`config.mk`:
```
export PLATFORM = sky130hd
export DESIGN_NAME = hct_ctrl
export DESIGN_NICKNAME = d
export VERILOG_FILES = /design/src/hw/rtl/hct_pkg.sv /design/src/hw/rtl/hct_ctrl.sv
export SDC_FILE = /design/constraint.sdc
export NUM_CORES = 1
export LEC_CHECK = 0
export BUFFER_PORTS_ARGS = -buffer_cell sky130_fd_sc_hd__buf_2
export CORE_AREA = 2 2 39 41
export CTS_CLUSTER_DIAMETER = 30
export CTS_CLUSTER_SIZE = 10
export DETAILED_ROUTE_END_ITERATION = 8
export DIE_AREA = 0 0 41 43
export MAX_ROUTING_LAYER = met4
export PLACE_DENSITY = 0.35
export SLEW_MARGIN = 20
export SYNTH_ARGS = -nofsm -noshare
export SYNTH_HDL_FRONTEND = slang
export SYNTH_SLANG_ARGS = --single-unit
```
`constraint.sdc`:
```
create_clock -name clk -period 1.2 [get_ports clk]
set_input_delay 0.06 -clock clk [delete_from_list [all_inputs] [get_ports clk]]
set_output_delay 0.06 -clock clk [all_outputs]
set_load 0.005 [all_outputs]
```
`src/hw/rtl/hct_pkg.sv`:
```
// shared types, constants and hash function for the hashed challenge table
package hct_pkg;

    localparam int BUCKETS  = 1024;
    localparam int WAYS     = 8;
    localparam int BUCKET_W = $clog2(BUCKETS);
    localparam int WAY_W    = $clog2(WAYS);

    localparam int APB_ADDR_W = 3;
    localparam int REG_IDX_W  = 1;

    localparam logic [REG_IDX_W-1:0] REG_HASH_BASE = 1'b0;

    localparam logic OP_ASSIGN = 1'b0;
    localparam logic OP_VERIFY = 1'b1;

    localparam logic [31:0] CHAL_EMPTY = 32'hFFFF_FFFF;

    typedef struct packed {
        logic [WAYS-1:0][31:0] addr;
        logic [WAYS-1:0][31:0] chal;
        logic [WAY_W-1:0]      ptr;
    } row_t;

    localparam row_t ROW_RESET = '{addr: '0, chal: {WAYS{CHAL_EMPTY}}, ptr: '0};

    typedef enum logic [1:0] {
        ST_CLEAR,
        ST_IDLE,
        ST_LOOKUP
    } state_t;

    typedef struct packed {
        logic clear;
        logic load;
        logic commit;
    } cmd_t;

    typedef struct packed {
        logic clear_last;
    } sts_t;

    function automatic logic [BUCKET_W-1:0] bucket_of(logic [31:0] ip, logic [31:0] base);
        logic [31:0] s;
        logic [31:0] h;
        s = ip + base;
        h = (s ^ (s << 16)) | (s >> 16);
        return BUCKET_W'(h % BUCKETS);
    endfunction

endpackage

```
`src/hw/rtl/hct_ctrl.sv`:
```
// controller state machine: clearing pass, accept, row commit and output valid
module hct_ctrl (
    input  logic          clk,
    input  logic          rst_n,
    input  logic          req_valid,
    output logic          req_ready,
    output logic          rsp_valid,
    input  logic          rsp_ready,
    input  hct_pkg::sts_t sts,
    output hct_pkg::cmd_t cmd
);

    hct_pkg::state_t state_reg;
    hct_pkg::state_t state_next;
    logic            out_valid_reg;
    logic            out_valid_next;

    always_ff @(posedge clk or negedge rst_n)
    begin
        if (!rst_n)
        begin
            state_reg     <= hct_pkg::ST_CLEAR;
            out_valid_reg <= 1'b0;
        end
        else
        begin
            state_reg     <= state_next;
            out_valid_reg <= out_valid_next;
        end
    end

    always_comb
    begin
        state_next     = state_reg;
        cmd            = '0;
        req_ready      = 1'b0;
        out_valid_next = out_valid_reg && !rsp_ready;
        unique case (state_reg)
            hct_pkg::ST_CLEAR:
            begin
                cmd.clear = 1'b1;
                if (sts.clear_last)
                begin
                    state_next = hct_pkg::ST_IDLE;
                end
            end
            hct_pkg::ST_IDLE:
            begin
                req_ready = 1'b1;
                if (req_valid)
                begin
                    cmd.load   = 1'b1;
                    state_next = hct_pkg::ST_LOOKUP;
                end
            end
            hct_pkg::ST_LOOKUP:
            begin
                // row is held until the output register is free
                if (!out_valid_reg || rsp_ready)
                begin
                    cmd.commit     = 1'b1;
                    out_valid_next = 1'b1;
                    state_next     = hct_pkg::ST_IDLE;
                end
            end
            default:
            begin
                state_next = hct_pkg::ST_CLEAR;
            end
        endcase
    end

    assign rsp_valid = out_valid_reg;

endmodule

```
==> results of run 1 <==
[where the power goes]
group	internal, µW	leakage (µW)	total [µW]	switching (µW)
logic	159	0.0000849	274	115
registers	147	0.0000379	189	42.4
clock network	125	0.0000150	176	51.5
[repair_timing]
action,4_1_cts,5_1_grt
hold buffers,1,0
setup buffers,0,1
setup endpoints to repair,0,1
endpoints found under the hold margin,3,0
[stage by stage]
step | power [µW] | cell area, µm² | cells
6_report | 639 | 265 | 47
3_5_place_dp | 438 | 221 | 41
5_1_grt | 701 | 265 | 47
4_1_cts | 634 | 258 | 46
2_1_floorplan | 336 | 156 | 16
3_3_place_gp | 430 | 221 | 41
[layout make-up]
class | instances | share of cell area
well taps | 16 | 0.0755
repair buffers | 11 | 0.236
multi-input cells | 13 | 0.307
clock buffers | 4 | 0.0991
flip-flops and latches | 3 | 0.283
[placed cells by master, fill, tap and decap left out, types with 2 or more instances in the layout]
master	n
buf_2	9
dfrtp_1	3
clkbuf_4	3
nand2_1	2
nor2b_1	2
nor2_1	4
[per-layer routing]
layer	wire length, µm	share of wire	vias to the layer above	global-route usage
met5	0	0	-	-
met4	6	0.015	0	0.0800
met3	48	0.12	2	0.0471
met2	143	0.35	10	0.0531
met1	209	0.51	70	0.0774
li1	-	-	84	-
[worst min-delay path, stage by stage]
cell     delay [ns]
buf_2          0.08
nor2b_1        0.05
o32ai_2        0.08
[cells by family (layout without fill, tap and decap cells)]
logic type	after synthesis	in the layout	share of synthesized area
buf+inv	0	15	0
flops	3	3	0.480
simple gates	11	11	0.376
compound gates	2	2	0.144
[worst max-delay path by stage]
stage,start,to,slack (ns)
6_report,state_reg[0]$_DFFE_PN0P_,cmd[0],0.07
5_1_grt,state_reg[1]$_DFFE_PN0P_,cmd[0],0.02
4_1_cts,state_reg[0]$_DFFE_PN0P_,cmd[0],0.006
3_5_place_dp,state_reg[0]$_DFFE_PN0P_,cmd[0],0.27
3_3_place_gp,state_reg[0]$_DFFE_PN0P_,cmd[0],0.31
2_1_floorplan,state_reg[0]$_DFFE_PN0P_,state_reg[0]$_DFFE_PN0P_,0.36
==> key figures, run 1 <==
Power and ir drop
  – Maximum vdd drop: between 0.5 and 0.6 mV
  – Power per cell area: between 2000 and 2500 nW/µm²
  – Leak pwr: 0.000138 µW

Drt
  – Routed Antenna Nets: 0
  – DRC Markers: 0
  – TritonRoute pass-1 iters: 4
  – Vias/cell: ~3.5
  – Via count: about 170
  – Starting DRC count in detailed routing: 1
  – Post-Route WL: a little over 400 µm
  – Wirelength per Cell: 8.64 µm

Synth
  – Cells after Synth: 16
  – Yosys reg bits: 3
  – Post-synth EDFFs: 0
  – Post-synth top area cell: dfrtp_1
  – Yosys cell types: 9
  – Synth top area share: 0.480
  – Yosys warns: 0
  – Synth Net Count: 21
  – Top cells by count, synth: nor2_1 (4), dfrtp_1 (3), nand2_1 (2), nor2b_1 (2)
  – Register area share after synthesis: 0.480
  – Top post-synthesis cells by area: dfrtp_1 (48%), o32ai_2 (10%), nor2_1 (9.6%)
  – Ys async rst share: 1.00
  – Syn Area/Cell: between 9 and 10 µm²
  – Cell with the most instances after synthesis: nor2_1
  – Most used flip-flop cell after synthesis: dfrtp_1
  – Cell area after synthesis: 156 µm²

Placement
  – RD Place Congestion: 0.567
  – Port bufs: 9
  – Worst slack at placement: about 0.27 ns
  – DP HPWL: around 300 µm

Status
  – Status: completed

Flow run
  – Max Cap Violations: 0

Clock tree
  – Clock-pin slew on the worst setup and hold paths: 0.04 ns
  – PostCTS Resize Cnt: 0
  – CTS Buf Count: 3
  – Skew-Pair Late Insertion Delay: 0.23 ns
  – CTS Sinks: 3
  – CTS tree: built
  – H-Tree Depth: 1
  – Largest buffer count on any clock path: 2
  – CTS root buf: clkbuf_4

Critical path
  – Worst r2r dst: state_reg[0]$_DFFE_PN0P_
  – WP depth: 3
  – R2R cell count: 3
  – Reg2reg start: state_reg[0]$_DFFE_PN0P_
  – Buf/Inv on CP: 1
  – CP endpoint kind: output port
  – CP max FO: 4
  – Setup slack, reg-to-reg: between 0.2 and 0.25 ns
  – Top Family by Delay on Critical Path: flip-flops
  – Crit Path Category: reg -> out
  – CP Cell Sequence: nand2b_2 -> nor2_1 -> buf_2
  – Critical path's slowest cell: dfrtp_1
  – Worst path arrival time: 1.07 ns
  – Data required, critical path: around 1.1 ns
  – Crit start category: flip-flop
  – Slowest Stage Delay on Critical Path: 0.38 ns

STA
  – Worst clock skew: 0.00314 ns
  – Fin crit period: 1.13 ns
  – Relative slew slack: 0.857
  – F_max: 881 MHz
  – Setup TNS: 0 ns
  – Final setup vio count: 0
  – Fin. max-slew vios: 0
  – Final hold slack: 0.0982 ns
  – Unrepaired setup endpoints after global routing: no
  – Tcrit/Tclk final: 0.946
  – Final hold violation count: 0
  – Setup slack after layout: about 0.065 ns
  – Worst-margin pin slew: 0.214 ns

Floorplanning
  – Chip Width: 41 µm
  – Starting Density: 0.113
  – Core Box Area: 1380 µm²
  – Io pins: 10
  – Die height: roughly 43 µm
  – Full die area: 1760 µm²
  – # rows: 14

Layout
  – Final Util: 0.192
  – Share of cells above drive strength 1: 0.516
  – Reg area: 75.1 µm²
  – Filler cell count in the final layout: about 160
  – Ant. Diodes: 0
  – Area of the multi-input gates: roughly 80 µm²
  – Layout area overhead: 69.6%
  – Largest register FFs: 2
  – NumNets Final: 37

Global routing
  – Global route overflow: 0
  – Largest net degree at the start of global routing: 7
  – First-pass GRT wire length: 648 µm
  – Initial antenna violation count: 0
  – All-Layer GR Usage: 0.0639
  – Vias in the first global route: 153

Hold path
  – Hold Crit Start: rsp_ready
  – Min-delay worst type: in -> reg
  – Hold depth: 3
  – Worst hold endpoint: state_reg[0]$_DFFE_PN0P_
(Power assumes the default switching activity.)
==> run 2, diff against run 1 <==
--- a/config.mk
+++ b/config.mk
@@ -7,12 +7,13 @@
 export LEC_CHECK = 0
 export BUFFER_PORTS_ARGS = -buffer_cell sky130_fd_sc_hd__buf_2
 export CORE_AREA = 2 2 39 41
+export CTS_BUF_LIST = sky130_fd_sc_hd__clkbuf_16
 export CTS_CLUSTER_DIAMETER = 30
 export CTS_CLUSTER_SIZE = 10
 export DETAILED_ROUTE_END_ITERATION = 8
 export DIE_AREA = 0 0 41 43
 export MAX_ROUTING_LAYER = met4
-export PLACE_DENSITY = 0.35
+export PLACE_DENSITY = 0.3
 export SLEW_MARGIN = 20
 export SYNTH_ARGS = -nofsm -noshare
 export SYNTH_HDL_FRONTEND = slang
==> run 2 against run 1 <==
  * Fmax up 5.0%
  * Sequential share of layout area decreased by 5.2 points
  * First-iteration DRC count rose by 100%
  * Sequential cell count stayed put
  * Sequential power hardly changed
  * Critical path type unchanged
  * Critical endpoint unchanged
  * Largest cell class unchanged
  * Largest power group is now clock
==> key figures, run 2 (same netlist as run 1, synthesis figures left out) <==
Global routing
  – Routing usage on met1: 0.0747 (-0.00274)
  – Vias in the first global route: 145 (-5.2%)
  – All-Layer GR Usage: 0.0599 (-0.00400)
  – M3 GR Usage: 0.0471 (unchanged)
  – Largest net degree at the start of global routing: 7 (unchanged)
  – Grt peak-use layer: met4
  – First-pass GRT wire length: 579 µm (-11%)
  – GR Util met2: 0.0438 (-0.00938)
  – Global route overflow: 0 (unchanged)
  – Initial antenna violation count: 0 (unchanged)

Floorplanning
  – Core Box Area: 1380 µm² (unchanged)
  – # rows: 14 (unchanged)
  – Full die area: 1760 µm² (unchanged)
  – Starting Density: 0.113 (unchanged)
  – Die height: 43 µm (unchanged)
  – Io pins: 10 (unchanged)
  – Chip Width: 41 µm (unchanged)

Clock tree
  – Clock-pin slew on the worst setup and hold paths: 0.03 ns (about the same)
  – CTS Buf Count: 3 (unchanged)
  – CTS Sinks: 3 (unchanged)
  – H-Tree Depth: 1 (unchanged)
  – Skew-Pair Late Insertion Delay: 0.22 ns (about the same)
  – CTS tree: built
  – CTS root buf: clkbuf_16
  – Largest buffer count on any clock path: 2 (unchanged)

STA
  – Worst-margin pin slew: 0.219 ns (+0.00484 ns)
  – Setup TNS: 0 ns (unchanged)
  – Fin crit period: 1.08 ns (-0.0545 ns)
  – F_max: 926 MHz (+5.0%)
  – Tcrit/Tclk final: 0.900 (-0.0454)
  – Worst clock skew: 0.000201 ns (-0.00294 ns)
  – Final hold violation count: 0 (unchanged)
  – Unrepaired setup endpoints after global routing: no
  – Relative slew slack: 0.854 (-0.00323)
  – Final setup vio count: 0 (unchanged)
  – Fin. max-slew vios: 0 (unchanged)

Hold path
  – Min-delay worst type: in -> reg

Drt
  – Routed Antenna Nets: 0 (unchanged)
  – Via count: 155 (-6.6%)
  – Wirelength per Cell: 7.98 µm (-7.6%)
  – Vias/cell: 3.23 (-8.6%)
  – Starting DRC count in detailed routing: 2 (+1)
  – TritonRoute pass-1 iters: 2 (-2)
  – DRC Markers: 0 (unchanged)
  – Post-Route WL: 383 µm (-5.7%)

Power and ir drop
  – Leak pwr: 0.000170 µW (+23%)
  – Maximum vdd drop: 1.08 mV (+93%)
  – Power per cell area: 3080 nW/µm² (+28%)
  – Overall power: 1000 µW (+57%)

Critical path
  – Crit start category: flip-flop
  – Slowest Stage Delay on Critical Path: 0.38 ns (about the same)
  – Crit Path Category: reg -> out
  – CP Cell Sequence: nand2b_2 -> nor2_1 -> buf_2
  – Worst path arrival time: 1.02 ns (-0.05 ns)
  – Data required, critical path: 1.14 ns (about the same)
  – Critical path's slowest cell: dfrtp_1
  – CP endpoint kind: output port
  – CP max FO: 4 (unchanged)

Layout
  – Share of cells above drive strength 1: 0.531 (+0.0151)
  – Ant. Diodes: 0 (unchanged)
  – Reg area: 75.1 µm² (unchanged)
  – Layout area overhead: 108%
  – Commonest non-fill, non-tap cell in the layout: buf_2
  – Commonest cells after routing, fill and taps aside: buf_2 (9), nor2_1 (4), clkbuf_16 (3), dfrtp_1 (3)
  – Largest register FFs: 2 (unchanged)
  – Fin area: 325 µm² (+23%)
  – Filler cell count in the final layout: 157 (+1.3%)
  – Area of the multi-input gates: 81.3 µm² (unchanged)
  – NumNets Final: 38 (+2.7%)

Placement
  – Port bufs: 9 (unchanged)
  – DP HPWL: 280 µm (-6.2%)
  – RD Place Congestion: 0.635 (+12%)
  – Placed cell areas: 221 µm² (unchanged)

Flow run
  – Max Cap Violations: 0 (unchanged)

Status
  – Status: completed
[run 2: cell count changes in the layout (fill, tap and decap cells not counted), sizes merged]
cell	before	now
inv	0	1
buf	10	11
clkbuf	4	3
[run 2: report_power, final]
group / total (µW) / internal (µW) / switching, µW
Combinational: 297 / 179 / 118
Clock: 514 / 429 / 85.2
Sequential: 191 / 147 / 43.8
Total: 1000 / 755 / 247
[run 2: worst paths after layout]
kind,startpoint,to,cells after the start,slack (ns)
worst min register to register,rsp_valid$_DFF_PN0_,rsp_valid$_DFF_PN0_,2,0.52
worst min-delay path,rsp_ready,state_reg[0]$_DFFE_PN0P_,3,0.12
worst max-delay path,state_reg[0]$_DFFE_PN0P_,cmd[0],3,0.12
max in group asynchronous,rst_n,rsp_valid$_DFF_PN0_,2,0.93
min in group asynchronous,rst_n,state_reg[0]$_DFFE_PN0P_,2,0.16
worst max register to register,state_reg[0]$_DFFE_PN0P_,state_reg[0]$_DFFE_PN0P_,3,0.20
[run 2: through the flow]
stage | setup slack, ns | instances | utilization | hold slack (ns)
after detailed placement | 0.279 | 41 | 0.160 | -0.142
after global routing | 0.0467 | 48 | 0.235 | 0.146
after floorplan | 0.359 | 16 | - | -0.236
final | 0.120 | 48 | 0.235 | 0.120
after CTS | 0.0621 | 46 | 0.224 | 0.133
after global placement | 0.288 | 41 | 0.160 | -0.144
[run 2: layout make-up]
class	count	share of cell area
clock buffer	3	0.231
clock inverter	1	0.0115
multi-input combinational	13	0.250
sequential	3	0.231
tap	16	0.0615
timing repair buffer	12	0.215
[run 2: critical path, delay by kind of cell (launching register included)]
family / cells / cell delay (ns)
buffers and inverters: 1 / 0.12
DFF: 1 / 0.38
and+or+nand+nor: 2 / 0.30
[run 2: per-layer routing]
metal,wire [µm],part of all wire
met3,50,0.13
met2,133,0.35
met5,0,0
met1,199,0.52
met4,0,0
[run 2: repair_timing]
| action | CTS | global route |
|---|---|---|
| setup buffers | 0 | 2 |
| endpoints found under the setup margin | 0 | 1 |
| resized for setup | 0 | 0 |
| hold buffers | 1 | 0 |
| hold endpoints to repair | 3 | 0 |
==> run 3, diff against run 2 <==
==> constraint.sdc (replaced) <==
create_clock -name clk -period 1.2 [get_ports clk]
set_input_delay 0.12 -clock clk [delete_from_list [all_inputs] [get_ports clk]]
set_output_delay 0.12 -clock clk [all_outputs]
set_load 0.005 [all_outputs]
==> run 3 against run 2 <==
  * Worst setup slack worse by 0.039 ns
  * Non-clock buffer count down 1
  * First-iteration DRC count up 50%
  * Critical path depth unchanged
  * Largest cell class unchanged
  * Largest power group unchanged
==> key figures, run 3 (same netlist as run 1, synthesis figures left out) <==
STA
  – Worst-margin pin slew: 0.218 ns (-0.00100 ns)
  – Final hold violation count: 0 (unchanged)
  – Fin crit period: 1.12 ns (+0.0389 ns)
  – Tcrit/Tclk final: 0.933 (+0.0325)
  – Worst clock skew: 0.000605 ns (+0.000403 ns)
  – Relative slew slack: 0.855 (about the same)
  – Unrepaired setup endpoints after global routing: no
  – F_max: 893 MHz (-3.5%)
  – Setup TNS: 0 ns (unchanged)
  – Fin. max-slew vios: 0 (unchanged)
  – Final setup vio count: 0 (unchanged)

Layout
  – Share of cells above drive strength 1: 0.516 (-0.0151)
  – Commonest non-fill, non-tap cell in the layout: buf_2
  – Commonest cells after routing, fill and taps aside: buf_2 (9), nor2_1 (4), clkbuf_16 (3), dfrtp_1 (3)
  – Fin area: 318 µm² (-2.3%)
  – Layout area overhead: 103%
  – Filler cell count in the final layout: 155 (-1.3%)
  – NumNets Final: 37 (-2.6%)
  – Largest register FFs: 2 (unchanged)
  – Ant. Diodes: 0 (unchanged)

Placement
  – Port bufs: 9 (unchanged)
  – RD Place Congestion: 0.644 (+1.3%)
  – Placed cell areas: 221 µm² (unchanged)
  – DP HPWL: 278 µm (-0.78%)

Clock tree
  – CTS Sinks: 3 (unchanged)
  – CTS tree: built
  – CTS root buf: clkbuf_16
  – Skew-Pair Late Insertion Delay: 0.22 ns (about the same)
  – Largest buffer count on any clock path: 2 (unchanged)
  – PostCTS Resize Cnt: 0 (unchanged)
  – H-Tree Depth: 1 (unchanged)
  – Clock-pin slew on the worst setup and hold paths: 0.03 ns (about the same)
  – CTS Buf Count: 3 (unchanged)

Critical path
  – Data required, critical path: 1.08 ns (-0.06 ns)
  – Buf/Inv on CP: 1 (unchanged)
  – CP endpoint kind: output port
  – Top Family by Delay on Critical Path: flip-flops
  – CP Cell Sequence: nand2b_2 -> nor2_1 -> buf_2
  – WP depth: 3 (unchanged)
  – Slowest Stage Delay on Critical Path: 0.36 ns (-0.02 ns)
  – Critical path's slowest cell: dfrtp_1
  – Worst path arrival time: 1.00 ns (-0.02 ns)
  – Crit Path Category: reg -> out
  – Crit start category: flip-flop
  – CP max FO: 4 (unchanged)
  – R2R cell count: 3 (unchanged)

Global routing
  – First-pass GRT wire length: 524 µm (-9.5%)
  – Largest net degree at the start of global routing: 7 (unchanged)
  – Initial antenna violation count: 0 (unchanged)
  – Vias in the first global route: 131 (-9.7%)
  – Global route overflow: 0 (unchanged)
  – All-Layer GR Usage: 0.0557 (-0.00413)

Floorplanning
  – Chip Width: 41 µm (unchanged)
  – Io pins: 10 (unchanged)
  – Die height: 43 µm (unchanged)
  – # rows: 14 (unchanged)
  – Starting Density: 0.113 (unchanged)
  – Full die area: 1760 µm² (unchanged)
  – Core Box Area: 1380 µm² (unchanged)

Power and ir drop
  – Sequential share of power: 0.190 (about the same)
  – Int Pwr: 736 µW (-2.6%)
  – Leak pwr: 0.000165 µW (-2.8%)
  – Switching part of the total: 0.246 (-0.000287)
  – Power per cell area: 3070 nW/µm² (-0.34%)
  – Clk pwr share: 0.526 (+0.013)
  – Maximum vdd drop: 1.06 mV (-1.8%)
  – Combinational share of power: 0.284 (-0.012)
  – Net Sw Power: 240 µW (-2.8%)

Status
  – Status: completed

Drt
  – Post-Route WL: 375 µm (-2.1%)
  – Wirelength per Cell: 7.98 µm (about the same)
  – Vias/cell: 3.28 (+1.5%)
  – Routed Antenna Nets: 0 (unchanged)
  – TritonRoute pass-1 iters: 4 (+2)
  – Starting DRC count in detailed routing: 3 (+1)
  – DRC Markers: 0 (unchanged)
  – Via count: 154 (-0.65%)

Flow run
  – Max Cap Violations: 0 (unchanged)

Hold path
  – Hold depth: 3 (unchanged)
  – Min-delay worst type: in -> reg
run 3: cell count changes in the layout (fill, tap and decap cells not counted):
cell   previous run  this run
buf_4             2         1
run 3: power groups by stage:
stage | clock, µW | sequential (µW) | combinational [µW]
finish | 513 | 185 | 277
global route | 536 | 195 | 310
CTS | 522 | 184 | 284
detailed placement | 0 | 202 | 238
global placement | 0 | 202 | 240
floorplan | 0 | 194 | 142
run 3: final timing paths:
kind / startpoint / endpoint / slack, ns
setup reg to reg: state_reg[0]$_DFFE_PN0P_ / state_reg[0]$_DFFE_PN0P_ / 0.23
min in group asynchronous: rst_n / state_reg[1]$_DFFE_PN0P_ / 0.21
max in group asynchronous: rst_n / rsp_valid$_DFF_PN0_ / 0.88
hold / removal: rsp_ready / state_reg[0]$_DFFE_PN0P_ / 0.18
hold reg to reg: rsp_valid$_DFF_PN0_ / rsp_valid$_DFF_PN0_ / 0.53
setup / recovery: state_reg[0]$_DFFE_PN0P_ / cmd[0] / 0.08
run 3: metal layers:
| layer | up-vias | wire length [µm] | global-route usage |
|---|---|---|---|
| met5 | - | 0 | - |
| met4 | 0 | 0 | 0.0800 |
| met3 | 0 | 59 | 0.0471 |
| met2 | 10 | 134 | 0.0406 |
| met1 | 62 | 181 | 0.0649 |
| li1 | 82 | - | - |
run 3: cell type report:
| cell class | count | area [µm²] | share of cell area |
|---|---|---|---|
| multi-input cells | 13 | 81.3 | 0.256 |
| clock buffers | 3 | 75.1 | 0.236 |
| clock inverters | 1 | 3.75 | 0.0118 |
| repair buffers | 11 | 62.6 | 0.197 |
| flip-flops and latches | 3 | 75.1 | 0.236 |
| well taps | 16 | 20.0 | 0.0630 |
run 3: per-stage QoR:
step / worst slack, ns / hold slack (ns) / util / total power [µW] / cells
global placement: 0.240 / -0.0847 / 0.160 / 442 / 41
CTS: 0.0728 / 0.184 / 0.230 / 990 / 47
finish: 0.0808 / 0.178 / 0.230 / 976 / 47
detailed placement: 0.236 / -0.0834 / 0.160 / 440 / 41
global route: 0.00374 / 0.203 / 0.230 / 1040 / 47
floorplan: 0.359 / -0.176 / - / 336 / 16
run 3: worst register-to-register path: stages (launching register included):
cell     delay [ns]
dfrtp_1        0.36
buf_4          0.15
and2_4         0.13
o32ai_2        0.24
run 3: timing repair:
action,4_1_cts,5_1_grt
endpoints found under the setup margin,1,0
buffers inserted,1,0
hold endpoints to repair,3,0
hold buffers,1,0
